[config.mk]
export PLATFORM = sky130hd
export DESIGN_NAME = ts_packet_pid_filter
export DESIGN_NICKNAME = d
export VERILOG_FILES = /design/src/design/tspf_pkg.sv /design/src/design/tspf_cfg.sv /design/src/design/tspf_parse.sv /design/src/design/tspf_outq.sv /design/src/design/ts_packet_pid_filter.sv
export SDC_FILE = /design/constraint.sdc
export NUM_CORES = 1
export LEC_CHECK = 0
export ABC_AREA = 1
export BUFFER_PORTS_ARGS = -buffer_cell sky130_fd_sc_hd__buf_2
export CAP_MARGIN = 40
export CORE_ASPECT_RATIO = 0.75
export CORE_UTILIZATION = 30
export CTS_BUF_LIST = sky130_fd_sc_hd__clkbuf_4
export CTS_CLUSTER_SIZE = 24
export DETAILED_ROUTE_END_ITERATION = 10
export GPL_TIMING_DRIVEN = 0
export HOLD_SLACK_MARGIN = 0.02
export SLEW_MARGIN = 5
export SYNTH_ARGS = -nofsm -noshare
export SYNTH_HDL_FRONTEND = slang
export SYNTH_SLANG_ARGS = --single-unit
[constraint.sdc]
create_clock -name clk -period 4.2 [get_ports clk]
set_input_delay 0.42 -clock clk [delete_from_list [all_inputs] [get_ports clk]]
set_output_delay 0.42 -clock clk [all_outputs]
set_load 0.02 [all_outputs]
[src/design/tspf_pkg.sv]
// Shared types and constants for the transport-stream PID filter.
// No dependencies; used by every module of the block.
package tspf_pkg;

  localparam int PACKET_BYTES = 188;
  localparam int PID_SLOTS    = 6;

  localparam int BYTE_W   = 8;
  localparam int PID_W    = 13;
  localparam int CNT_W    = 3;
  localparam int POS_W    = 8;
  localparam int CFG_IDX_W  = 3;
  localparam int CFG_DATA_W = PID_W;

  // Register map
  localparam logic [CFG_IDX_W-1:0] REG_PID_COUNT = 3'd0;
  localparam logic [CFG_IDX_W-1:0] REG_PID_BASE  = 3'd1;

  // Output queue
  localparam int BURST      = 3;
  localparam int FIFO_DEPTH = 8;
  localparam int PTR_W      = $clog2(FIFO_DEPTH);

  typedef logic [BYTE_W-1:0]    byte_t;
  typedef logic [PID_W-1:0]     pid_t;
  typedef logic [CNT_W-1:0]     cnt_t;
  typedef logic [POS_W-1:0]     pos_t;
  typedef logic [CFG_IDX_W-1:0] cfg_idx_t;
  typedef logic [PTR_W-1:0]     ptr_t;
  typedef logic [PTR_W:0]       level_t;
  typedef logic [1:0]           push_n_t;

  typedef struct packed {
    logic  last;
    byte_t data;
  } out_t;

  // Up to three result beats written to the queue in one cycle, item[0] first
  typedef struct packed {
    push_n_t            n;
    out_t [BURST-1:0]   item;
  } push_t;

endpackage

[src/design/tspf_cfg.sv]
// PID slot registers and the PID match logic.
// Depends on tspf_pkg.
module tspf_cfg (
  input  logic                         clk,
  input  logic                         rst,
  input  logic                         cfg_we,
  input  tspf_pkg::cfg_idx_t           cfg_index,
  input  logic [tspf_pkg::CFG_DATA_W-1:0] cfg_data,
  input  tspf_pkg::pid_t               pid,
  output logic                         pid_pass
);

  tspf_pkg::cnt_t pid_count;
  tspf_pkg::pid_t pid_slot [tspf_pkg::PID_SLOTS];
  tspf_pkg::cnt_t enabled;
  tspf_pkg::cfg_idx_t slot_sel;

  assign slot_sel = cfg_index - tspf_pkg::REG_PID_BASE;

  always_ff @(posedge clk) begin
    if (rst) begin
      pid_count <= '0;
      for (int k = 0; k < tspf_pkg::PID_SLOTS; k++) begin
        pid_slot[k] <= '0;
      end
    end else if (cfg_we) begin
      if (cfg_index == tspf_pkg::REG_PID_COUNT) begin
        pid_count <= cfg_data[tspf_pkg::CNT_W-1:0];
      end else if (cfg_index <= tspf_pkg::cfg_idx_t'(tspf_pkg::PID_SLOTS)) begin
        pid_slot[slot_sel] <= cfg_data[tspf_pkg::PID_W-1:0];
      end
    end
  end

  // counts above the slot total enable every slot
  always_comb begin
    if (pid_count > tspf_pkg::cnt_t'(tspf_pkg::PID_SLOTS)) begin
      enabled = tspf_pkg::cnt_t'(tspf_pkg::PID_SLOTS);
    end else begin
      enabled = pid_count;
    end
  end

  always_comb begin
    pid_pass = (pid_count == '0);
    for (int k = 0; k < tspf_pkg::PID_SLOTS; k++) begin
      if ((tspf_pkg::cnt_t'(k) < enabled) && (pid_slot[k] == pid)) begin
        pid_pass = 1'b1;
      end
    end
  end

endmodule

[src/design/tspf_parse.sv]
// Input stage register, packet byte counter, header hold and pass decision.
// Depends on tspf_pkg; the match result comes from tspf_cfg.
module tspf_parse (
  input  logic                 clk,
  input  logic                 rst,
  input  logic                 s_tvalid,
  output logic                 s_tready,
  input  tspf_pkg::byte_t      s_tdata,   // [7:0] stream_byte
  input  tspf_pkg::level_t     q_level,
  output tspf_pkg::pid_t       pid,
  input  logic                 pid_pass,
  output tspf_pkg::push_t      push
);

  logic               in_valid;
  tspf_pkg::byte_t    in_byte;
  tspf_pkg::pos_t     pos;
  tspf_pkg::pos_t     pos_next;
  tspf_pkg::byte_t    hdr0;
  tspf_pkg::byte_t    hdr1;
  logic               pass_cur;
  logic               last;
  tspf_pkg::level_t   reserved;

  // room for what the staged beat will write, plus a full burst from the next one
  always_comb begin
    if (!in_valid) begin
      reserved = '0;
    end else if (pos == tspf_pkg::pos_t'(2)) begin
      reserved = tspf_pkg::level_t'(tspf_pkg::BURST);
    end else begin
      reserved = tspf_pkg::level_t'(1);
    end
  end

  assign s_tready = (q_level + reserved) <=
                    tspf_pkg::level_t'(tspf_pkg::FIFO_DEPTH - tspf_pkg::BURST);

  always_ff @(posedge clk) begin
    if (rst) begin
      in_valid <= 1'b0;
    end else begin
      in_valid <= s_tvalid && s_tready;
    end
    if (s_tvalid && s_tready) begin
      in_byte <= s_tdata;
    end
  end

  assign pid  = {hdr1[tspf_pkg::PID_W-tspf_pkg::BYTE_W-1:0], in_byte};
  assign last = (pos == tspf_pkg::pos_t'(tspf_pkg::PACKET_BYTES - 1));

  always_comb begin
    if (pos >= tspf_pkg::pos_t'(tspf_pkg::PACKET_BYTES - 1)) begin
      pos_next = '0;
    end else begin
      pos_next = pos + tspf_pkg::pos_t'(1);
    end
  end

  always_ff @(posedge clk) begin
    if (rst) begin
      pos      <= '0;
      hdr0     <= '0;
      hdr1     <= '0;
      pass_cur <= 1'b0;
    end else if (in_valid) begin
      pos <= pos_next;
      if (pos == tspf_pkg::pos_t'(0)) begin
        hdr0     <= in_byte;
        pass_cur <= 1'b0;
      end else if (pos == tspf_pkg::pos_t'(1)) begin
        hdr1 <= in_byte;
      end else if (pos == tspf_pkg::pos_t'(2)) begin
        pass_cur <= pid_pass;
      end
    end
  end

  always_comb begin
    push              = '0;
    push.item[0].data = in_byte;
    push.item[0].last = last;
    if (in_valid) begin
      if (pos == tspf_pkg::pos_t'(2)) begin
        push.item[0].data = hdr0;
        push.item[0].last = 1'b0;
        push.item[1].data = hdr1;
        push.item[1].last = 1'b0;
        push.item[2].data = in_byte;
        push.item[2].last = last;
        if (pid_pass) begin
          push.n = tspf_pkg::push_n_t'(tspf_pkg::BURST);
        end
      end else if (pos > tspf_pkg::pos_t'(2) && pass_cur) begin
        push.n = tspf_pkg::push_n_t'(1);
      end
    end
  end

  a_pos_range: assert property (@(posedge clk) disable iff (rst)
    pos < tspf_pkg::pos_t'(tspf_pkg::PACKET_BYTES))
    else $error("byte position out of packet range");

  a_pass_clear: assert property (@(posedge clk) disable iff (rst)
    in_valid && pos == tspf_pkg::pos_t'(0) |=> !pass_cur)
    else $error("pass flag not cleared at packet start");

endmodule

[src/design/tspf_outq.sv]
// Output queue: takes up to three result beats a cycle.
// Gives one a cycle while m_tready is high. Depends on tspf_pkg.
module tspf_outq (
  input  logic               clk,
  input  logic               rst,
  input  tspf_pkg::push_t    push,
  output tspf_pkg::level_t   q_level,
  output logic               m_tvalid,
  input  logic               m_tready,
  output tspf_pkg::byte_t    m_tdata,   // [7:0] out_byte
  output logic               m_tlast    // packet_end
);

  tspf_pkg::out_t   mem [tspf_pkg::FIFO_DEPTH];
  tspf_pkg::ptr_t   wr_ptr;
  tspf_pkg::ptr_t   rd_ptr;
  tspf_pkg::level_t count;
  tspf_pkg::level_t count_next;
  tspf_pkg::out_t   head;
  logic             pop;

  assign pop      = (count != '0) && m_tready;
  assign m_tvalid = (count != '0);
  assign head     = mem[rd_ptr];
  assign m_tdata  = head.data;
  assign m_tlast  = head.last;
  assign q_level  = count;

  assign count_next = count + tspf_pkg::level_t'(push.n) - tspf_pkg::level_t'(pop);

  always_ff @(posedge clk) begin
    for (int i = 0; i < tspf_pkg::BURST; i++) begin
      if (tspf_pkg::push_n_t'(i) < push.n) begin
        mem[wr_ptr + tspf_pkg::ptr_t'(i)] <= push.item[i];
      end
    end
  end

  always_ff @(posedge clk) begin
    if (rst) begin
      wr_ptr <= '0;
      rd_ptr <= '0;
      count  <= '0;
    end else begin
      wr_ptr <= wr_ptr + tspf_pkg::ptr_t'(push.n);
      if (pop) begin
        rd_ptr <= rd_ptr + tspf_pkg::ptr_t'(1);
      end
      count <= count_next;
    end
  end

  a_no_overflow: assert property (@(posedge clk) disable iff (rst)
    push.n != '0 |-> (count + tspf_pkg::level_t'(push.n)) <=
                     tspf_pkg::level_t'(tspf_pkg::FIFO_DEPTH))
    else $error("output queue overflow");

  a_ptr_gap: assert property (@(posedge clk) disable iff (rst)
    (wr_ptr - rd_ptr) == count[tspf_pkg::PTR_W-1:0])
    else $error("queue pointers disagree with level");

endmodule

[src/design/ts_packet_pid_filter.sv]
// Transport-stream PID filter, top level. An input beat passes through the stage
// register, then the eight-entry output queue, before the first output beat it causes.
// One input byte per cycle while s_tready is high; the queue keeps room for the staged
// beat and a header burst, so with the receiver always ready s_tready never drops.
// Reset: synchronous, active high; clears the byte counter, header, pass flag,
// PID registers and queue pointers.
module ts_packet_pid_filter (
  input  logic                            clk,
  input  logic                            rst,
  input  logic                            s_tvalid,
  output logic                            s_tready,
  input  logic [7:0]                      s_tdata,   // [7:0] stream_byte
  output logic                            m_tvalid,
  input  logic                            m_tready,
  output logic [7:0]                      m_tdata,   // [7:0] out_byte
  output logic                            m_tlast,   // packet_end
  input  logic                            cfg_we,
  input  logic [tspf_pkg::CFG_IDX_W-1:0]  cfg_index,
  input  logic [tspf_pkg::CFG_DATA_W-1:0] cfg_data
);

  tspf_pkg::pid_t   pid;
  logic             pid_pass;
  tspf_pkg::push_t  push;
  tspf_pkg::level_t q_level;

  tspf_cfg u_cfg (
    .clk       (clk),
    .rst       (rst),
    .cfg_we    (cfg_we),
    .cfg_index (cfg_index),
    .cfg_data  (cfg_data),
    .pid       (pid),
    .pid_pass  (pid_pass)
  );

  tspf_parse u_parse (
    .clk      (clk),
    .rst      (rst),
    .s_tvalid (s_tvalid),
    .s_tready (s_tready),
    .s_tdata  (s_tdata),
    .q_level  (q_level),
    .pid      (pid),
    .pid_pass (pid_pass),
    .push     (push)
  );

  tspf_outq u_outq (
    .clk      (clk),
    .rst      (rst),
    .push     (push),
    .q_level  (q_level),
    .m_tvalid (m_tvalid),
    .m_tready (m_tready),
    .m_tdata  (m_tdata),
    .m_tlast  (m_tlast)
  );

endmodule

# Yosys cells after proc, flatten, opt, wreduce, memory -nomap -nowiden

Memory sizes are Yosys's and may differ from the RTL's. A register that Yosys moved wholly into a read port is not among the register bits.
Cells that the tools add are included.

Memories kept: 2
Register bits: 47
Memory bits (writable): 150

Multiplexer cells: 36
Add/subtract/negate cells: 9
Magnitude comparators: 14
Bitwise gates (word level): 1
Reductions and logical operators: 19
Equal/unequal tests: 10

Memory list:

| memory         | depth | width | rd ports | clocked after Yosys merged registers in | wr ports | line            | source |
|---|---|---|---|---|---|---|---|
| u_cfg.pid_slot | 6     | 13    | 6        | 0                                       | 6        | tspf_cfg.sv:14  | `tspf_pkg::pid_t pid_slot [tspf_pkg::PID_SLOTS];` |
| u_outq.mem     | 8     | 9     | 1        | 1                                       | 3        | tspf_outq.sv:14 | `tspf_pkg::out_t mem [tspf_pkg::FIFO_DEPTH];` |

Operators with widths:

| operator                                                                        | number |
|---|---|
| 13-bit equality test                                                            | 6 |
| 29-bit 2-to-1 mux                                                               | 1 |
| 27-bit 2-to-1 mux                                                               | 1 |
| 1-bit 2-to-1 mux                                                                | 24 |
| 13-bit 2-to-1 mux                                                               | 1 |
| 13-bit OR reduction                                                             | 1 |
| 3-bit 2-to-1 mux                                                                | 4 |
| 1-bit logical AND                                                               | 9 |
| 8-bit by 1-bit adder with 8-bit output, second input constant                   | 1 |
| 8-bit by 1-bit equality test with 1-bit output, second input constant           | 1 |
| 8-bit by 2-bit equality test with 1-bit output, second input constant           | 1 |
| 8-bit equality test, second input constant                                      | 1 |
| 8-bit greater-or-equal comparator, second input constant                        | 1 |
| 8-bit by 2-bit greater-than comparator with 1-bit output, second input constant | 1 |
| 8-bit zero test                                                                 | 1 |
| 8-bit 2-to-1 mux                                                                | 1 |
| 3-bit by 1-bit adder with 3-bit output, second input constant                   | 2 |
| 3-bit zero test                                                                 | 2 |
| 1-bit by 3-bit less-than comparator with 1-bit output, first input constant     | 2 |
| 2-bit by 3-bit less-than comparator with 1-bit output, first input constant     | 2 |
| 3-bit less-than comparator, first input constant                                | 2 |
| 2-bit 2-to-1 mux                                                                | 3 |
| 3-bit AND reduction                                                             | 2 |
| 4-bit by 2-bit adder with 4-bit output                                          | 1 |
| other kinds (16)                                                                | 18 |

# Logic depth before layout (Yosys ltp)

Depth in word-level cells: 16
Depth in mapped cells: 24

# Cells and area by module

From an unflattened synthesis, not the netlist that was laid out.

Cells, all modules: 1,613
Area total of the unflattened synthesis: 12,299.3 um2

Modules (own cells, without submodules):

| module     | instances | cells an instance | area each (um2) |
|---|---|---|---|
| tspf_outq  | 1         | 773               | 5,756.8 |
| tspf_cfg   | 1         | 590               | 4,610.7 |
| tspf_parse | 1         | 250               | 1,931.9 |

# Worst setup path after synthesis

Ideal clock, no wire load.

Path type: register to register
From: register u_parse.pos[0]
To: register u_parse.in_byte[0], enable pin
Required time: 3,817 ps
Arrival: 2,612 ps
Path slack: 1,205 ps
Stages on the path, launching flop included: 12
Library setup time: 383 ps
Clock period less this slack: 2,995 ps
Path through: dfxtp_1 inv_1 ha_1 inv_1 nor3_4 nand2_4 inv_2 buf_2 fa_1 o21ai_0 a21oi_1 nor3_1

Longest elaborated chain between the ends: 6

Ends and longest elaborated chain:

| what                                                      | line             | source |
|---|---|---|
| start: declaration                                        | tspf_parse.sv:17 | `tspf_pkg::pos_t pos;` |
| start signal: assignment                                  | tspf_parse.sv:68 | `pos <= pos_next;` |
| 8-bit by 2-bit equality test with 1-bit output            | tspf_parse.sv:29 | `end else if (pos == tspf_pkg::pos_t'(2)) begin` |
| 2-bit 2-to-1 mux                                          | tspf_parse.sv:29 |  |
| 4-bit 2-to-1 mux                                          | tspf_parse.sv:27 | `if (!in_valid) begin` |
| 4-bit adder                                               | tspf_parse.sv:36 | `assign s_tready = (q_level + reserved) <=` |
| 4-bit by 3-bit less-or-equal comparator with 1-bit output | tspf_parse.sv:36 |  |
| 1-bit logical AND                                         | tspf_parse.sv:45 | `if (s_tvalid && s_tready) begin` |
| end signal: assignment                                    | tspf_parse.sv:46 | `in_byte <= s_tdata;` |
| end: declaration                                          | tspf_parse.sv:16 | `tspf_pkg::byte_t in_byte;` |

No other way between the ends.
A chain may end at the register's enable or synchronous reset.

# Worst setup path in the final report

From: register u_parse.pos[0]
To: output port s_tready

Longest elaborated chain between the ends: 5

Ends and longest elaborated chain:

| what                                                      | line                       | source |
|---|---|---|
| 8-bit by 2-bit equality test with 1-bit output            | tspf_parse.sv:29           |  |
| 2-bit 2-to-1 mux                                          | tspf_parse.sv:29           |  |
| 4-bit 2-to-1 mux                                          | tspf_parse.sv:27           |  |
| 4-bit adder                                               | tspf_parse.sv:36           |  |
| 4-bit by 3-bit less-or-equal comparator with 1-bit output | tspf_parse.sv:36           |  |
| end: declaration                                          | ts_packet_pid_filter.sv:11 | `output logic s_tready,` |

No other way between the ends.

==> impl_metrics.tcl <==
set metrics [dict create \
    status "complete, no violations" \
    ir_drop_uv 185 \
    finalSetupTns_ns 0 \
    dieArea_sq_um 39500 \
    cts-root-buf "clkbuf_4" \
    yosys_warnings 0 \
    htree_num_levels 4 \
    max_freq_ghz 0.259 \
    grt_pass1_wl_um 54800 \
    pwr-share-clk 0.240 \
    min_period_ns 3.86 \
    dr_total_vias 10200 \
    grt_max_degree 19 \
    cts.clk_slew.worst_paths_ns 0.19 \
    drt_pass1_iterations 5 \
    p_sw_frac 0.367 \
    vias_per_cell 4.95 \
    cpMaxStageDelayCell "fa_1" \
    crit_family "buffers and inverters" \
    path_class "reg -> out" \
    core_area_sq_um 37600 \
    drive_gt1_frac 0.112 \
    ys_top_cells_by_count "nand2_1 (439), nor2_1 (218), edfxtp_1 (158), inv_1 (135), nand3_1 (80)" \
    grt_pass1_vias 9350 \
    critPathMaxStageDelay_ns 0.47 \
    dp_worst_setup_slack_ns 0.564 \
    worst-path-buf-inv 5 \
    insertion_delay_ns 0.66 \
    nets 1588 \
    post-cts-setup-buffer-count 0 \
    finalMaxSlewViolations 0 \
    ctsResizeCount 0 \
    yosysTopAreaCell "edfxtp_1" \
    syn_area_per_cell_sq_um 7.92 \
    yosys.cell_types.count 38 \
    r2r_slack_ns 0.55 \
    rows 61 \
    power.leakage_nw 5.36 \
    synth_area_sq_um 11600 \
    crit_path_end_kind "output port" \
    first_iter_violations 1243 \
    drc 0 \
    ys.flop_type "edfxtp_1" \
    worst-path-max-fanout 11 \
    required_ns 3.78 \
    seq_area_frac_synth 0.482 \
    gr-total-overflow 0 \
    setup_viol 0 \
    pwr-share-seq 0.464 \
    start_util 0.309 \
    place.gp.congestion 0.914 \
    grt_use_total 0.186 \
    async_flop_share 0 \
    synth_top_cell_area_share 0.409 \
    hpwlAfterDp_um 26600 \
    rr_startpoint "u_parse.pos[0]" \
    critPathLaunchType "flip-flop" \
    power_density_nw_per_um2 398 \
    clockBufferDepth 2 \
    dieWidth_um 229 \
    syn_nets 1514 \
    synth_edf_count 158 \
    tightest_slew_ns 0.929 \
    clock-skew-final_ns 0.0253 \
    ios 40 \
    p_int_mw 3.26 \
    die_h_um 172 \
    io_buffers 38 \
    wl_per_cell_um 17.6 \
    ant_nets 0 \
    ys_top_cells_by_area "edfxtp_1 (41%), nand2_1 (14%), dfxtp_1 (7.2%)" \
    p_sw_mw 1.89 \
    cts.sinks 200 \
    drt-total-wl_um 36100 \
    cts_buffers 17 \
    cap_violations 0 \
    critical_path.startpoint "u_parse.pos[0]" \
    hold_viol_final 0 \
    rsz0062_at_grt "no" \
    cts_tree "built" \
    cp.arrival_ns 3.44 \
    cts_hold_repair.buffers 10 \
    synth.most_common_cell "nand2_1" \
    slew_headroom 0.377 \
    syn_to_final_growth_pct 11.5 \
    hold_path_class "in -> reg" \
    fin_crit_sh 0.919 \
    share_comb_of_total_power 0.296 \
    ys_seq_elements 200 \
    postSynthCellCount 1464 \
    crit_chain "inv_1 -> ha_1 -> inv_1 -> nor3_4 -> nand2_4 -> inv_2 -> buf_2 -> fa_1 -> o21ai_0 -> a21oi_1 -> nor2_1 -> buf_2" \
    antenna_found_initial 2 \
    worstHoldStart "cfg_data[3]" \
    finalWorstSetupSlack_ns 0.341 \
]
==> sequential cells by signal, summed over array words and instances (netlist names), 3 cells and up, named ones only <==
signal           flops
u_parse.in_byte      8
u_outq.q_level       4
u_cfg.pid_count      3
u_parse.pos          8
u_parse.hdr0         8
u_outq.rd_ptr        3
u_parse.hdr1         8
u_outq.wr_ptr        3
u_outq.mem          72
u_cfg.pid_slot      78
==> cells by family (layout without fill, tap and decap cells) <==
kind of cell    Yosys count  count (layout)  synth area share
xor+xnor                 28              28            0.0211
compound gates          125             125            0.0595
flops                   200             200             0.482
other cells               0               1                 0
simple gates            873             873             0.332
fa+ha+maj                21              21            0.0246
buf+inv                 217             304            0.0808
==> path summary, 6_finish.rpt <==
check	to	cells past startpoint
worst max-delay path	s_tready	12
worst min-delay path	u_cfg.pid_slot[4][3]	3
worst max register to register	u_parse.in_byte[6]	12
worst min register to register	u_parse.pass_cur	2
==> per-stage QoR <==
step                      std cells  utilization  power [mW]  hold WS, ns  cell area [sq um]
after floorplan                1464            -        3.42        0.433              11600
after global placement         2006        0.331        3.90        0.452              12400
after detailed placement       2012        0.332        3.93        0.456              12500
after CTS                      2054        0.344        5.16       0.0318              12900
after global routing           2056        0.344        5.43       0.0491              12900
final                          2056        0.344        5.15       0.0652              12900
==> per-layer routing <==
metal  track usage  up-vias  wire length [um]
li1              -     4970                 -
met1         0.264     4746             17000
met2         0.284      407             15100
met3        0.0411       48              3270
met4        0.0551        0               663
met5             0        -                 0
==> power groups by stage <==
stage / logic, mW / clock network [mW] / registers [mW]
final: 1.52 / 1.24 / 2.39
after global routing: 1.71 / 1.32 / 2.41
after CTS: 1.51 / 1.26 / 2.39
after detailed placement: 1.50 / 0 / 2.44
after global placement: 1.47 / 0 / 2.43
after floorplan: 1.01 / 0 / 2.41
==> worst min-delay path, cell delays in order <==
cell    delay, ns
buf_2        0.07
inv_1        0.04
nor2_1       0.09
==> placed cells by master, fill, tap and decap left out, types with 5 or more instances in the layout <==
cell type | netlist | routed
a21oi_1 | 30 | 30
a31oi_1 | 9 | 9
buf_2 | 13 | 55
buf_4 | 10 | 13
buf_6 | 7 | 7
clkbuf_1 | 31 | 31
clkbuf_4 | 0 | 17
clkinv_1 | 5 | 6
dfxtp_1 | 42 | 42
dlygate4sd3_1 | 0 | 10
edfxtp_1 | 158 | 158
ha_1 | 18 | 18
inv_1 | 135 | 135
inv_2 | 15 | 15
nand2_1 | 439 | 439
nand3_1 | 80 | 80
nand3_2 | 18 | 18
nand3_4 | 6 | 6
nand4_1 | 65 | 65
nor2_1 | 218 | 218
nor2_2 | 9 | 9
nor3_1 | 17 | 12
nor3_2 | 0 | 5
nor4_1 | 10 | 10
o21ai_0 | 65 | 65
o21ai_2 | 8 | 8
o22ai_1 | 9 | 9
xnor2_1 | 20 | 20
xor2_1 | 8 | 8
==> layout make-up <==
class,count,area (sq um)
fillers,4000,24600
flip-flops and latches,200,5590
multi-input cells,1047,5100
well taps,504,631
inverters,155,582
plain buffers,62,355
repair buffers,55,333
clock inverters,15,211
clock buffers,17,128
diodes,1,2.50
Power figures use the tool's default switching activity.
